===== src/rtl/dcasm_pkg.sv =====
// dcasm_pkg: shared types and constants for the dual-channel averaging supply monitor
// no dependencies; imported by dcasm_lane, dcasm_merge and the top level
package dcasm_pkg;

  localparam int SAMPLE_W = 12;
  localparam int SAMPLE_MAX = 4095;
  localparam int STATUS_W = 3;
  localparam int CFG_IDX_W = 2;

  // configuration register indexes
  localparam logic [CFG_IDX_W-1:0] CFG_UV_WARN = 2'd0;
  localparam logic [CFG_IDX_W-1:0] CFG_UV_ERR  = 2'd1;
  localparam logic [CFG_IDX_W-1:0] CFG_OC_WARN = 2'd2;
  localparam logic [CFG_IDX_W-1:0] CFG_OC_ERR  = 2'd3;

  // supply status codes
  localparam logic [STATUS_W-1:0] STAT_NONE    = 3'd0;
  localparam logic [STATUS_W-1:0] STAT_UV_WARN = 3'd1;
  localparam logic [STATUS_W-1:0] STAT_UV_ERR  = 3'd2;
  localparam logic [STATUS_W-1:0] STAT_OC_WARN = 3'd3;
  localparam logic [STATUS_W-1:0] STAT_OC_ERR  = 3'd4;

  // register reset values
  localparam logic [SAMPLE_W-1:0] UV_LEVEL_RST = 12'd0;
  localparam logic [SAMPLE_W-1:0] OC_LEVEL_RST = 12'd4095;

  // stage load strobes shared by both lanes
  typedef struct packed {
    logic ld_read;  // item enters read stage, ring read issued
    logic ld_sum;   // running sum updated, ring written
    logic ld_mul;   // mean multiply stage loads
    logic old_ok;   // ring entry under the read stage was written since reset
  } lane_ctl_t;

endpackage


===== src/rtl/dcasm_ram.sv =====
// dcasm_ram: generic single-write, single-read RAM with registered read data
// depends on nothing
module dcasm_ram #(
  parameter int WIDTH = 12,
  parameter int DEPTH = 16
) (
  input  logic                     clk,
  input  logic                     we,
  input  logic [$clog2(DEPTH)-1:0] waddr,
  input  logic [WIDTH-1:0]         wdata,
  input  logic                     re,
  input  logic [$clog2(DEPTH)-1:0] raddr,
  output logic [WIDTH-1:0]         rdata
);

  logic [WIDTH-1:0] mem [DEPTH];
  logic [WIDTH-1:0] rdata_r;

  always_ff @(posedge clk) begin
    if (we) begin
      mem[waddr] <= wdata;
    end
    if (re) begin
      rdata_r <= mem[raddr];
    end
  end

  assign rdata = rdata_r;

endmodule


===== src/rtl/dcasm_lane.sv =====
// dcasm_lane: one channel of the boxcar average: sample ring, running sum, mean multiply
// depends on dcasm_pkg and dcasm_ram
module dcasm_lane
  import dcasm_pkg::*;
#(
  parameter int WINDOW_SIZE = 16
) (
  input  logic                           clk,
  input  logic                           rst_n,
  input  lane_ctl_t                      ctl,
  input  logic [$clog2(WINDOW_SIZE)-1:0] rd_addr,
  input  logic [$clog2(WINDOW_SIZE)-1:0] wr_addr,
  input  logic [SAMPLE_W-1:0]            sample,
  output logic [SAMPLE_W-1:0]            mean
);

  localparam int AW = $clog2(WINDOW_SIZE);
  localparam int SW = $clog2(WINDOW_SIZE * SAMPLE_MAX + 1);
  localparam int K  = SW + AW;
  localparam int MW = SW + 1;
  localparam int PW = SW + MW;
  // ceil(2^K / WINDOW_SIZE): exact quotient for any SW-bit sum
  localparam logic [63:0] RECIP_FULL =
    ((64'd1 << K) + 64'(WINDOW_SIZE) - 64'd1) / 64'(WINDOW_SIZE);
  localparam logic [MW-1:0] RECIP_M = RECIP_FULL[MW-1:0];

  logic [SAMPLE_W-1:0] sample_r;
  logic [SAMPLE_W-1:0] rd_data;
  logic [SAMPLE_W-1:0] old_sample;
  logic [SW-1:0]       total_r;
  logic [SW-1:0]       total_nxt;
  logic [SW-1:0]       sum_r;
  logic [PW-1:0]       prod_r;

  dcasm_ram #(
    .WIDTH (SAMPLE_W),
    .DEPTH (WINDOW_SIZE)
  ) u_ring (
    .clk   (clk),
    .we    (ctl.ld_sum),
    .waddr (wr_addr),
    .wdata (sample_r),
    .re    (ctl.ld_read),
    .raddr (rd_addr),
    .rdata (rd_data)
  );

  // entries not yet written since reset count as zero
  assign old_sample = ctl.old_ok ? rd_data : '0;
  assign total_nxt  = total_r - SW'(old_sample) + SW'(sample_r);

  always_ff @(posedge clk) begin
    if (!rst_n) begin
      total_r <= '0;
    end else if (ctl.ld_sum) begin
      total_r <= total_nxt;
    end
  end

  always_ff @(posedge clk) begin
    if (ctl.ld_read) begin
      sample_r <= sample;
    end
    if (ctl.ld_sum) begin
      sum_r <= total_nxt;
    end
    if (ctl.ld_mul) begin
      prod_r <= PW'(sum_r) * PW'(RECIP_M);
    end
  end

  assign mean = prod_r[K +: SAMPLE_W];

endmodule


===== src/rtl/dcasm_merge.sv =====
// dcasm_merge: threshold registers, status priority and the result register
// depends on dcasm_pkg
module dcasm_merge
  import dcasm_pkg::*;
(
  input  logic                 clk,
  input  logic                 rst_n,
  input  logic                 cfg_we,
  input  logic [CFG_IDX_W-1:0] cfg_idx,
  input  logic [SAMPLE_W-1:0]  cfg_wdata,
  input  logic                 ld_out,
  input  logic [SAMPLE_W-1:0]  mean_cur,
  input  logic [SAMPLE_W-1:0]  mean_vol,
  output logic [SAMPLE_W-1:0]  res_mean_cur,
  output logic [SAMPLE_W-1:0]  res_mean_vol,
  output logic [STATUS_W-1:0]  res_status
);

  logic [SAMPLE_W-1:0] uv_warn_r;
  logic [SAMPLE_W-1:0] uv_err_r;
  logic [SAMPLE_W-1:0] oc_warn_r;
  logic [SAMPLE_W-1:0] oc_err_r;
  logic [SAMPLE_W-1:0] mean_cur_r;
  logic [SAMPLE_W-1:0] mean_vol_r;
  logic [STATUS_W-1:0] status_r;
  logic [STATUS_W-1:0] status_nxt;

  always_ff @(posedge clk) begin
    if (!rst_n) begin
      uv_warn_r <= UV_LEVEL_RST;
      uv_err_r  <= UV_LEVEL_RST;
      oc_warn_r <= OC_LEVEL_RST;
      oc_err_r  <= OC_LEVEL_RST;
    end else if (cfg_we) begin
      unique case (cfg_idx)
        CFG_UV_WARN: uv_warn_r <= cfg_wdata;
        CFG_UV_ERR:  uv_err_r  <= cfg_wdata;
        CFG_OC_WARN: oc_warn_r <= cfg_wdata;
        CFG_OC_ERR:  oc_err_r  <= cfg_wdata;
        default:     uv_warn_r <= uv_warn_r;
      endcase
    end
  end

  // earlier checks take priority over later ones, so test from the highest code down
  always_comb begin
    if (mean_cur > oc_err_r) begin
      status_nxt = STAT_OC_ERR;
    end else if (mean_cur > oc_warn_r) begin
      status_nxt = STAT_OC_WARN;
    end else if (mean_vol < uv_err_r) begin
      status_nxt = STAT_UV_ERR;
    end else if (mean_vol < uv_warn_r) begin
      status_nxt = STAT_UV_WARN;
    end else begin
      status_nxt = STAT_NONE;
    end
  end

  always_ff @(posedge clk) begin
    if (ld_out) begin
      mean_cur_r <= mean_cur;
      mean_vol_r <= mean_vol;
      status_r   <= status_nxt;
    end
  end

  assign res_mean_cur = mean_cur_r;
  assign res_mean_vol = mean_vol_r;
  assign res_status   = status_r;

endmodule


===== src/rtl/dual_channel_average_supply_monitor_unit.sv =====
// dual_channel_average_supply_monitor_unit: top level of the two-channel boxcar monitor
// depends on dcasm_pkg, dcasm_lane (with dcasm_ram) and dcasm_merge
//
//   channel | direction | handshake              | payload
//   in_     | input     | in_valid / in_stall    | current_sample, voltage_sample
//   out_    | output    | out_valid / out_stall  | mean_current, mean_voltage, supply_status
//   cfg_    | input     | cfg_valid / cfg_ready  | cfg_index, cfg_data
//
// one item per cycle sustained while out_stall is low; out_valid rises when an item clears
// ring read, sum update and ring write, mean multiply, compare into the result register
// each stage holds an item on its own, so items keep entering while a result waits
// reset clears the running sums, ring position and fill flag; no clearing pass is needed
// cfg_ready is always high
module dual_channel_average_supply_monitor_unit
  import dcasm_pkg::*;
#(
  parameter int WINDOW_SIZE = 16
) (
  input  logic                 clk,
  input  logic                 rst_n,
  input  logic                 in_valid,
  output logic                 in_stall,
  input  logic [SAMPLE_W-1:0]  in_current_sample,
  input  logic [SAMPLE_W-1:0]  in_voltage_sample,
  output logic                 out_valid,
  input  logic                 out_stall,
  output logic [SAMPLE_W-1:0]  out_mean_current,
  output logic [SAMPLE_W-1:0]  out_mean_voltage,
  output logic [STATUS_W-1:0]  out_supply_status,
  input  logic                 cfg_valid,
  output logic                 cfg_ready,
  input  logic [CFG_IDX_W-1:0] cfg_index,
  input  logic [SAMPLE_W-1:0]  cfg_data
);

  localparam int AW = $clog2(WINDOW_SIZE);
  localparam logic [AW-1:0] POS_LAST = AW'(WINDOW_SIZE - 1);

  logic          v1_r, v2_r, v3_r, out_valid_r;
  logic          rdy1, rdy2, rdy3, rdy4;
  logic          ld1, ld2, ld3, ld4;
  logic [AW-1:0] pos_r;
  logic [AW-1:0] pos_nxt;
  logic [AW-1:0] wpos_r;
  logic          filled_r;
  logic          fill1_r;
  lane_ctl_t     ctl;
  logic [SAMPLE_W-1:0] mean_cur;
  logic [SAMPLE_W-1:0] mean_vol;

  // per-stage ready: a stage takes an item when empty or when its item moves on
  assign rdy4 = !out_valid_r || !out_stall;
  assign rdy3 = !v3_r || rdy4;
  assign rdy2 = !v2_r || rdy3;
  assign rdy1 = !v1_r || rdy2;

  assign in_stall = !rdy1;
  assign ld1 = in_valid && rdy1;
  assign ld2 = v1_r && rdy2;
  assign ld3 = v2_r && rdy3;
  assign ld4 = v3_r && rdy4;

  assign pos_nxt = (pos_r == POS_LAST) ? '0 : pos_r + AW'(1);

  always_ff @(posedge clk) begin
    if (!rst_n) begin
      v1_r        <= 1'b0;
      v2_r        <= 1'b0;
      v3_r        <= 1'b0;
      out_valid_r <= 1'b0;
      pos_r       <= '0;
      filled_r    <= 1'b0;
      fill1_r     <= 1'b0;
    end else begin
      if (rdy1) v1_r <= in_valid;
      if (rdy2) v2_r <= v1_r;
      if (rdy3) v3_r <= v2_r;
      if (rdy4) out_valid_r <= v3_r;
      if (ld1) begin
        pos_r   <= pos_nxt;
        fill1_r <= filled_r;
        if (pos_r == POS_LAST) filled_r <= 1'b1;
      end
    end
  end

  always_ff @(posedge clk) begin
    if (ld1) begin
      wpos_r <= pos_r;
    end
  end

  assign ctl.ld_read = ld1;
  assign ctl.ld_sum  = ld2;
  assign ctl.ld_mul  = ld3;
  assign ctl.old_ok  = fill1_r;

  dcasm_lane #(.WINDOW_SIZE(WINDOW_SIZE)) u_lane_cur (
    .clk     (clk),
    .rst_n   (rst_n),
    .ctl     (ctl),
    .rd_addr (pos_r),
    .wr_addr (wpos_r),
    .sample  (in_current_sample),
    .mean    (mean_cur)
  );

  dcasm_lane #(.WINDOW_SIZE(WINDOW_SIZE)) u_lane_vol (
    .clk     (clk),
    .rst_n   (rst_n),
    .ctl     (ctl),
    .rd_addr (pos_r),
    .wr_addr (wpos_r),
    .sample  (in_voltage_sample),
    .mean    (mean_vol)
  );

  dcasm_merge u_merge (
    .clk          (clk),
    .rst_n        (rst_n),
    .cfg_we       (cfg_valid),
    .cfg_idx      (cfg_index),
    .cfg_wdata    (cfg_data),
    .ld_out       (ld4),
    .mean_cur     (mean_cur),
    .mean_vol     (mean_vol),
    .res_mean_cur (out_mean_current),
    .res_mean_vol (out_mean_voltage),
    .res_status   (out_supply_status)
  );

  assign out_valid = out_valid_r;
  assign cfg_ready = 1'b1;

  a_stall_only_when_full: assert property (@(posedge clk) disable iff (!rst_n)
    in_stall |-> (v1_r && v2_r && v3_r && out_valid_r && out_stall))
    else $error("input stalled while the pipeline has room");

  a_accept_fills_stage1: assert property (@(posedge clk) disable iff (!rst_n)
    (in_valid && !in_stall) |=> v1_r)
    else $error("accepted item not held in read stage");

  a_pos_in_range: assert property (@(posedge clk) disable iff (!rst_n)
    pos_r <= POS_LAST)
    else $error("ring position beyond window");

  a_filled_sticky: assert property (@(posedge clk) disable iff (!rst_n)
    filled_r |=> filled_r)
    else $error("fill flag dropped after first wrap");

endmodule

===== config.mk =====
export PLATFORM = sky130hd
export DESIGN_NAME = dual_channel_average_supply_monitor_unit
export DESIGN_NICKNAME = d
export VERILOG_FILES = /design/src/rtl/dcasm_pkg.sv /design/src/rtl/dcasm_ram.sv /design/src/rtl/dcasm_lane.sv /design/src/rtl/dcasm_merge.sv /design/src/rtl/dual_channel_average_supply_monitor_unit.sv
export SDC_FILE = /design/constraint.sdc
export NUM_CORES = 1
export LEC_CHECK = 0
export ABC_AREA = 1
export BUFFER_PORTS_ARGS = -buffer_cell sky130_fd_sc_hd__buf_4
export CAP_MARGIN = 25
export CORE_MARGIN = 2
export CORE_UTILIZATION = 60
export CTS_CLUSTER_SIZE = 8
export DETAILED_ROUTE_END_ITERATION = 6
export MAX_ROUTING_LAYER = met4
export PLACE_DENSITY = 0.84
export SKIP_LAST_GASP = 1
export SYNTH_ARGS = -nofsm -noshare
export SYNTH_HDL_FRONTEND = slang
export SYNTH_SLANG_ARGS = --single-unit

===== constraint.sdc =====
create_clock -name clk -period 12.94 [get_ports clk]
set_input_delay 2.588 -clock clk [delete_from_list [all_inputs] [get_ports clk]]
set_output_delay 2.588 -clock clk [all_outputs]
set_load 0.05 [all_outputs]

==> summary.txt, run 1 <==
Timing
  – F_max: 164.6 MHz
  – Period Utilization, post-route: 46.96%
  – Worst relative slew slack: 28.05%
  – Crit path time final: 6.076 ns
  – Setup Skew: 0.01935 ns
  – Setup TNS: 0 ns
  – Final Hold Viols: 0
  – RSZ-0062 raised after global routing: no
  – Worst Tran Pin Value: 1.079 ns
  – Final WS setup: 6.864 ns
  – Max-slew violations: 0
  – Setup Viol. Count Final: 0

CTS
  – Post-CTS Setup Repair Bufs: 0
  – Cts bufs inserted: 85
  – Clock Tree Root: clkbuf_16
  – Clock transition at path regs: 0.05 ns
  – CTS Hold Bufs: 0
  – Maximum clock insertion buffer count: 3
  – CTS tree: built
  – Worst skew pair latency: 0.62 ns
  – CTS Sinks: 601
  – Cts repair resizes: 0
  – H-Tree Depth: 3

Pwr
  – VDD IR max: 0.0001840 V
  – Pwr dens: 163.5 mW/mm^2
  – Total Power: 4.852 mW
  – Leakage: 11.79 nW

Die
  – Core area: 0.04298 mm^2
  – Die Y: 212.2 um
  – Die W: 212.2 um
  – Row Count: 76
  – Initial core utilization: 60.53%
  – Total die area: 0.04504 mm^2
  – # IOs: 73

Synthesis
  – Synth Area in Compound Gates: 10.35%
  – Mapped cell area: 0.02602 mm^2
  – Top cells by area, synth: edfxtp_1, dfxtp_1, nand2_1
  – Post-synth EDFFs: 511
  – Post-synthesis xor/xnor area fraction: 0.5050%
  – Yosys warning total: 0
  – Post-synthesis mux area share: 0%
  – Most used DFF post-synth: edfxtp_1
  – Top post-synthesis cells by count: edfxtp_1, nand2_1, inv_1, nor2_1, o21ai_0
  – Yosys top cell area share: 58.98%
  – Sequential fraction of the synthesis area: 65.91%
  – Largest family of logic cells by synthesized area: simple AND/OR/NAND/NOR gates
  – Post-synthesis net count: 2,483
  – Synth Area in Adders: 5.646%
  – Synthesized area per cell: 11.13 um^2
  – Synth area leader: edfxtp_1
  – Most common cell in the netlist: edfxtp_1
  – Post-Synthesis Cells: 2,337
  – Simple-gate area share of the yosys netlist: 10.99%
  – Async set-reset flop share out of synthesis: 0%
  – Synth Register Bits: 601
  – Cell variety after synth: 36

Detailed routing
  – Routed Antenna Nets: 0
  – Via density: 5.957
  – Avg WL per Cell: 21.06 um
  – Final wirelength: 64,380 um
  – DRC Markers: 0
  – Initial DRC count: 2,364
  – DR vias: 18.21k
  – Initial DRT Pass Iterations: 7

Global route
  – Pin count of the biggest net entering global routing: 117
  – First-pass GRT wire length: 98,500 um
  – Initial antenna violation count: 0
  – GRT Total Usage: 29.89%
  – Vias in the first global route: 18.14k
  – Gr ovfl total: 0

Final layout
  – Area Overhead vs Synth: 14.08%
  – Filler Cells Inserted: 2,864
  – Layout cell share with drive strength beyond 1: 9.992%
  – Antenna diodes: 0
  – Final net count: 2,587

Flow run
  – Max_cap viols: 0

Placed design
  – DPL Wire Length: 39,650 um
  – Buffers added on ports: 71
  – Setup WS pre-CTS: 6.884 ns
  – Routability cong.: 0.8899

Setup path
  – CP Launch Type: input pin
  – WP data required: 10.35 ns
  – CP Capture Type: primary output
  – Worst Setup Path Type: in -> out
  – CP arrival: 3.49 ns
  – Crit-path max FO: 3

Min path
  – Worst min-delay path class: reg -> reg

Outcome
  – Outcome: finished, final reports clean
-- critical path, stage by stage --
cell     delay (ns)
buf_4          0.08
nand2_1        0.06
inv_1          0.12
nand3_2        0.09
nor2_1         0.28
buf_4          0.27
-- state kept, by name, indices dropped and copies added (netlist names), 16 cells and up --
name and count:
u_lane_cur.total_r 16, u_lane_cur.u_ring.mem 192, u_lane_vol.u_ring.mem 192, u_lane_vol.total_r 16
-- layout by cell type (no fill, tap or decap), types with 3 or more instances in the layout --
cell       count
a21oi_1      103
buf_16         4
buf_4        106
buf_8          7
clkbuf_1      26
clkbuf_16     86
clkinv_16      3
dfxtp_1       87
edfxtp_1     511
fa_1          24
ha_1          79
inv_1        316
inv_2          3
nand2_1      333
nand3_1       94
nand4_1        5
nor2_1       252
nor2_2        20
nor3_1         9
o211ai_1      23
o211ai_2       7
o21ai_0      229
o21ai_1       26
o221ai_1      30
o22ai_1       57
xnor2_1       10
xor2_1         5
-- per-stage QoR --
| stage | area [um^2] | hold slack [ns] | instances | utilization, % |
|---|---|---|---|---|
| after floorplan | 26020 | 0.4003 | 2337 | - |
| after global placement | 27100 | 0.4012 | 2928 | 63.05 |
| after detailed placement | 27260 | 0.4045 | 2937 | 63.42 |
| after CTS | 29620 | 0.4140 | 3055 | 68.92 |
| after global routing | 29680 | 0.4195 | 3057 | 69.05 |
| final | 29680 | 0.4118 | 3057 | 69.05 |
-- per-layer routing --
metal / part of all wire, % / vias up / GRT usage (%) / wire length [um]
met2: 49 / 1161 / 49.19 / 31530
met3: 10 / 223 / 6.499 / 6500
met5: 0 / - / - / 0
li1: - / 8199 / - / -
met4: 4.7 / 0 / 14.23 / 3024
met1: 36 / 8629 / 35.30 / 23330
-- where the power goes --
| group | internal (mW) | leakage, nW | switching, mW |
|---|---|---|---|
| logic | 0.200 | 5.25 | 0.418 |
| clock network | 1.20 | 1.14 | 0.788 |
| registers | 2.20 | 5.40 | 0.0446 |
| total | 3.60 | 11.8 | 1.25 |
-- final timing paths --
path / cells after the start / slack, ns / startpoint / end
worst max-delay path: 6 / 6.86 / out_stall / in_stall
worst max register to register: 6 / 9.19 / pos_r[0] / u_lane_vol.u_ring.rdata[0]
worst min-delay path: 0 / 0.41 / u_lane_cur.sum_r[4] / u_lane_cur.prod_r[20]
worst min register to register: 0 / 0.41 / u_lane_cur.sum_r[4] / u_lane_cur.prod_r[20]
-- final cells by class --
cell class,count,area (um^2),share of cell area [%]
Tap cell,585,732.0,2.466
Multi-Input combinational cell,1315,7209,24.29
Sequential cell,601,17150,57.79
Clock inverter,6,116.4,0.3921
Timing Repair Buffer,117,1011,3.406
Clock buffer,112,2250,7.580
Inverter,321,1209,4.072
-- cells by family after synthesis --
group	Yosys count
flip-flops	601
AND/OR/NAND/NOR	718
adder cells (fa/ha/maj)	103
other	1
buffers and inverters	421
XOR/XNOR	15
AO/OA/AOI/OAI	478
Note: power is estimated with default switching activity, not from simulation.
==> inputs of run 2 (changes only) <==
Settings changed: CORE_UTILIZATION 60 to 56, PLACE_DENSITY 0.84 to 0.83.
Clock period 12.94 ns to 5.5 ns, I/O delays scaled along.
==> run 2 against run 1 <==
Against the previous run:
- hold slack worse by 0.0029 ns
- first-iteration DRC count is 1.7% lower
- sequential power is 140% higher
- largest power group unchanged
- via count is 1.5% lower
- clock power is 140% higher
- sequential share of layout area is 0.098 points higher
- count of clock-buffer cells in the layout is 3 higher
- combinational power is 130% higher
- critical endpoint unchanged
- highest routed layer unchanged
- non-clock buffer count is 5 lower
- clock skew hardly changed
==> summary.txt, run 2 (synthesized netlist as in run 1, its figures left out) <==
Final layout
  – Area Overhead vs Synth: 13.89% (was 14.08%)
  – Final cell count without fillers: 3,069 (was 3,057)
  – Most frequent cells in the layout: edfxtp_1, nand2_1, inv_1 (unchanged)
  – Post-route cell area: 0.02963 mm^2 (was 0.02968 mm^2)
  – Final net count: 2,582 (was 2,587)
  – Layout cell share with drive strength beyond 1: 9.842% (was 9.992%)
  – Fin util: 65.01% (was 69.05%)
  – Antenna diodes: 0 (unchanged)
  – Biggest regs: u_lane_cur.u_ring.mem (192), u_lane_vol.u_ring.mem (192) (unchanged)
  – Commonest non-fill, non-tap cell in the layout: edfxtp_1 (unchanged)

Detailed routing
  – Final wirelength: 61,500 um (was 64,380 um)
  – Via density: 5.844 (was 5.957)
  – Initial DRC count: 2,324 (was 2,364)
  – Initial DRT Pass Iterations: 6 (was 7)
  – Avg WL per Cell: 20.04 um (was 21.06 um)
  – DRC Markers: 0 (unchanged)
  – DR vias: 17.93k (was 18.21k)
  – Routed Antenna Nets: 0 (unchanged)

Die
  – Initial core utilization: 57.08% (was 60.53%)
  – Core area: 0.04558 mm^2 (was 0.04298 mm^2)
  – Die W: 219.5 um (was 212.2 um)
  – Total die area: 0.04820 mm^2 (was 0.04504 mm^2)
  – Die Y: 219.5 um (was 212.2 um)
  – # IOs: 73 (unchanged)
  – Row Count: 78 (was 76)

Placed design
  – Placed Cells incl. Taps: 2,947 (was 2,937)
  – Buffers added on ports: 71 (unchanged)
  – Setup WS pre-CTS: 2.035 ns (was 6.884 ns)
  – Routability cong.: 0.8814 (was 0.8899)
  – DPL Wire Length: 37,090 um (was 39,650 um)
  – Placement Cell Area: 0.02719 mm^2 (was 0.02726 mm^2)

Setup path
  – Crit-path max FO: 3 (unchanged)
  – Worst Setup Path Type: in -> out (unchanged)
  – R2R Path Start: pos_r[0] (unchanged)
  – WP data required: 4.40 ns (was 10.35 ns)
  – Most frequent CP cell: buf_4 (unchanged)
  – CP Cell Sequence: buf_4, nand2_1, inv_1, nand3_2, nor2_1, buf_4 (unchanged)
  – Slowest-stage cell, CP: nor2_1 (unchanged)
  – CP arrival: 2.19 ns (was 3.49 ns)
  – CP max stage delay: 0.38 ns (was 0.28 ns)
  – Reg2Reg Setup Slack: 2.36 ns (was 9.19 ns)
  – CP Capture Type: primary output (unchanged)
  – CP Launch Type: input pin (unchanged)
  – Delay-heaviest family, CP: simple AND/OR/NAND/NOR gates (was buffers and inverters)
  – R2R Path End: u_lane_vol.u_ring.rdata[6] (was u_lane_vol.u_ring.rdata[0])
  – Worst setup path end: in_stall (unchanged)
  – Critical path buffer and inverter count: 3 (unchanged)
  – Worst Setup SP: out_stall (unchanged)
  – Crit. path cell count: 6 (unchanged)
  – Reg2Reg Depth: 6 (unchanged)

Pwr
  – Pwr dens: 385.9 mW/mm^2 (was 163.5 mW/mm^2)
  – Total Power: 11.43 mW (was 4.852 mW)
  – VDD IR max: 0.0003942 V (was 0.0001840 V)
  – Leakage: 11.77 nW (was 11.79 nW)

Timing
  – RSZ-0062 raised after global routing: no (unchanged)
  – Crit path time final: 3.289 ns
  – Setup Viol. Count Final: 0 (unchanged)
  – Worst relative slew slack: 33.53% (was 28.05%)
  – Final WS setup: 2.211 ns (was 6.864 ns)
  – Setup TNS: 0 ns (unchanged)
  – Worst Tran Pin Value: 0.9971 ns (was 1.079 ns)
  – Setup Skew: 0.01918 ns (was 0.01935 ns)
  – Max-slew violations: 0 (unchanged)
  – F_max: 304.1 MHz
  – Final Hold Viols: 0 (unchanged)
  – Period Utilization, post-route: 59.80%
  – Hold WS: 0.4089 ns (was 0.4118 ns)

CTS
  – Post-CTS Setup Repair Bufs: 0 (unchanged)
  – H-Tree Depth: 3 (unchanged)
  – Cts repair resizes: 0 (unchanged)
  – CTS Sinks: 601 (unchanged)
  – CTS tree: built (unchanged)
  – CTS Hold Bufs: 0 (unchanged)
  – Worst skew pair latency: 0.63 ns (was 0.62 ns)
  – Cts bufs inserted: 85 (unchanged)
  – Clock Tree Root: clkbuf_16 (unchanged)
  – Maximum clock insertion buffer count: 3 (unchanged)
  – Clock transition at path regs: 0.05 ns (about the same)

Global route
  – First-pass GRT wire length: 96,050 um (was 98,500 um)
  – Gr ovfl total: 0 (unchanged)
  – GRT Total Usage: 26.83% (was 29.89%)
  – Vias in the first global route: 18.12k (was 18.14k)
  – Pin count of the biggest net entering global routing: 109 (was 117)
  – Initial antenna violation count: 0 (unchanged)

Min path
  – Worst min-delay path class: reg -> reg (unchanged)
  – Cells on Worst Hold Path: 0 (unchanged)

Flow run
  – Max_cap viols: 0 (unchanged)

Outcome
  – Outcome: finished, final reports clean (unchanged)
==> run 2: cell count changes in the layout (fill, tap and decap cells not counted), sizes merged <==
cell      delta
clkbuf       +3
clkinvlp     +1
buf          -5
inv          -1
clkinv       -1
==> run 2: worst min-delay path by stage <==
stage | slack [ns] | to | from
2_1_floorplan | 0.40 | u_lane_cur.prod_r[20] | u_lane_cur.sum_r[4]
3_3_place_gp | 0.40 | u_lane_vol.prod_r[28] | u_lane_vol.sum_r[12]
3_5_place_dp | 0.40 | u_lane_cur.prod_r[25] | u_lane_cur.sum_r[9]
4_1_cts | 0.41 | u_lane_cur.prod_r[28] | u_lane_cur.sum_r[12]
5_1_grt | 0.42 | u_lane_vol.prod_r[23] | u_lane_vol.sum_r[7]
6_report | 0.41 | u_lane_cur.prod_r[28] | u_lane_cur.sum_r[12]
==> run 2: report_power, final <==
part,internal [mW],leakage (nW),switching [mW]
registers,5.18,5.40,0.124
clock network,2.89,1.16,1.85
logic,0.463,5.21,0.934
total,8.53,11.8,2.91
==> run 2: routing by layer <==
| metal | GRT usage [%] | vias up | wire [um] |
|---|---|---|---|
| met1 | 33.13 | 8490 | 23370 |
| li1 | - | 8205 | - |
| met2 | 44.29 | 1064 | 29960 |
| met4 | 10.05 | 0 | 1949 |
| met5 | - | - | 0 |
| met3 | 4.983 | 175 | 6211 |
==> run 2: layout make-up <==
cell class	count	area (um^2)
fillers	3144	15950
clock inverters	5	103.9
repair buffers	112	900.9
well taps	600	750.7
inverters	321	1209
multi-input cells	1315	7209
flip-flops and latches	601	17150
clock buffers	115	2303
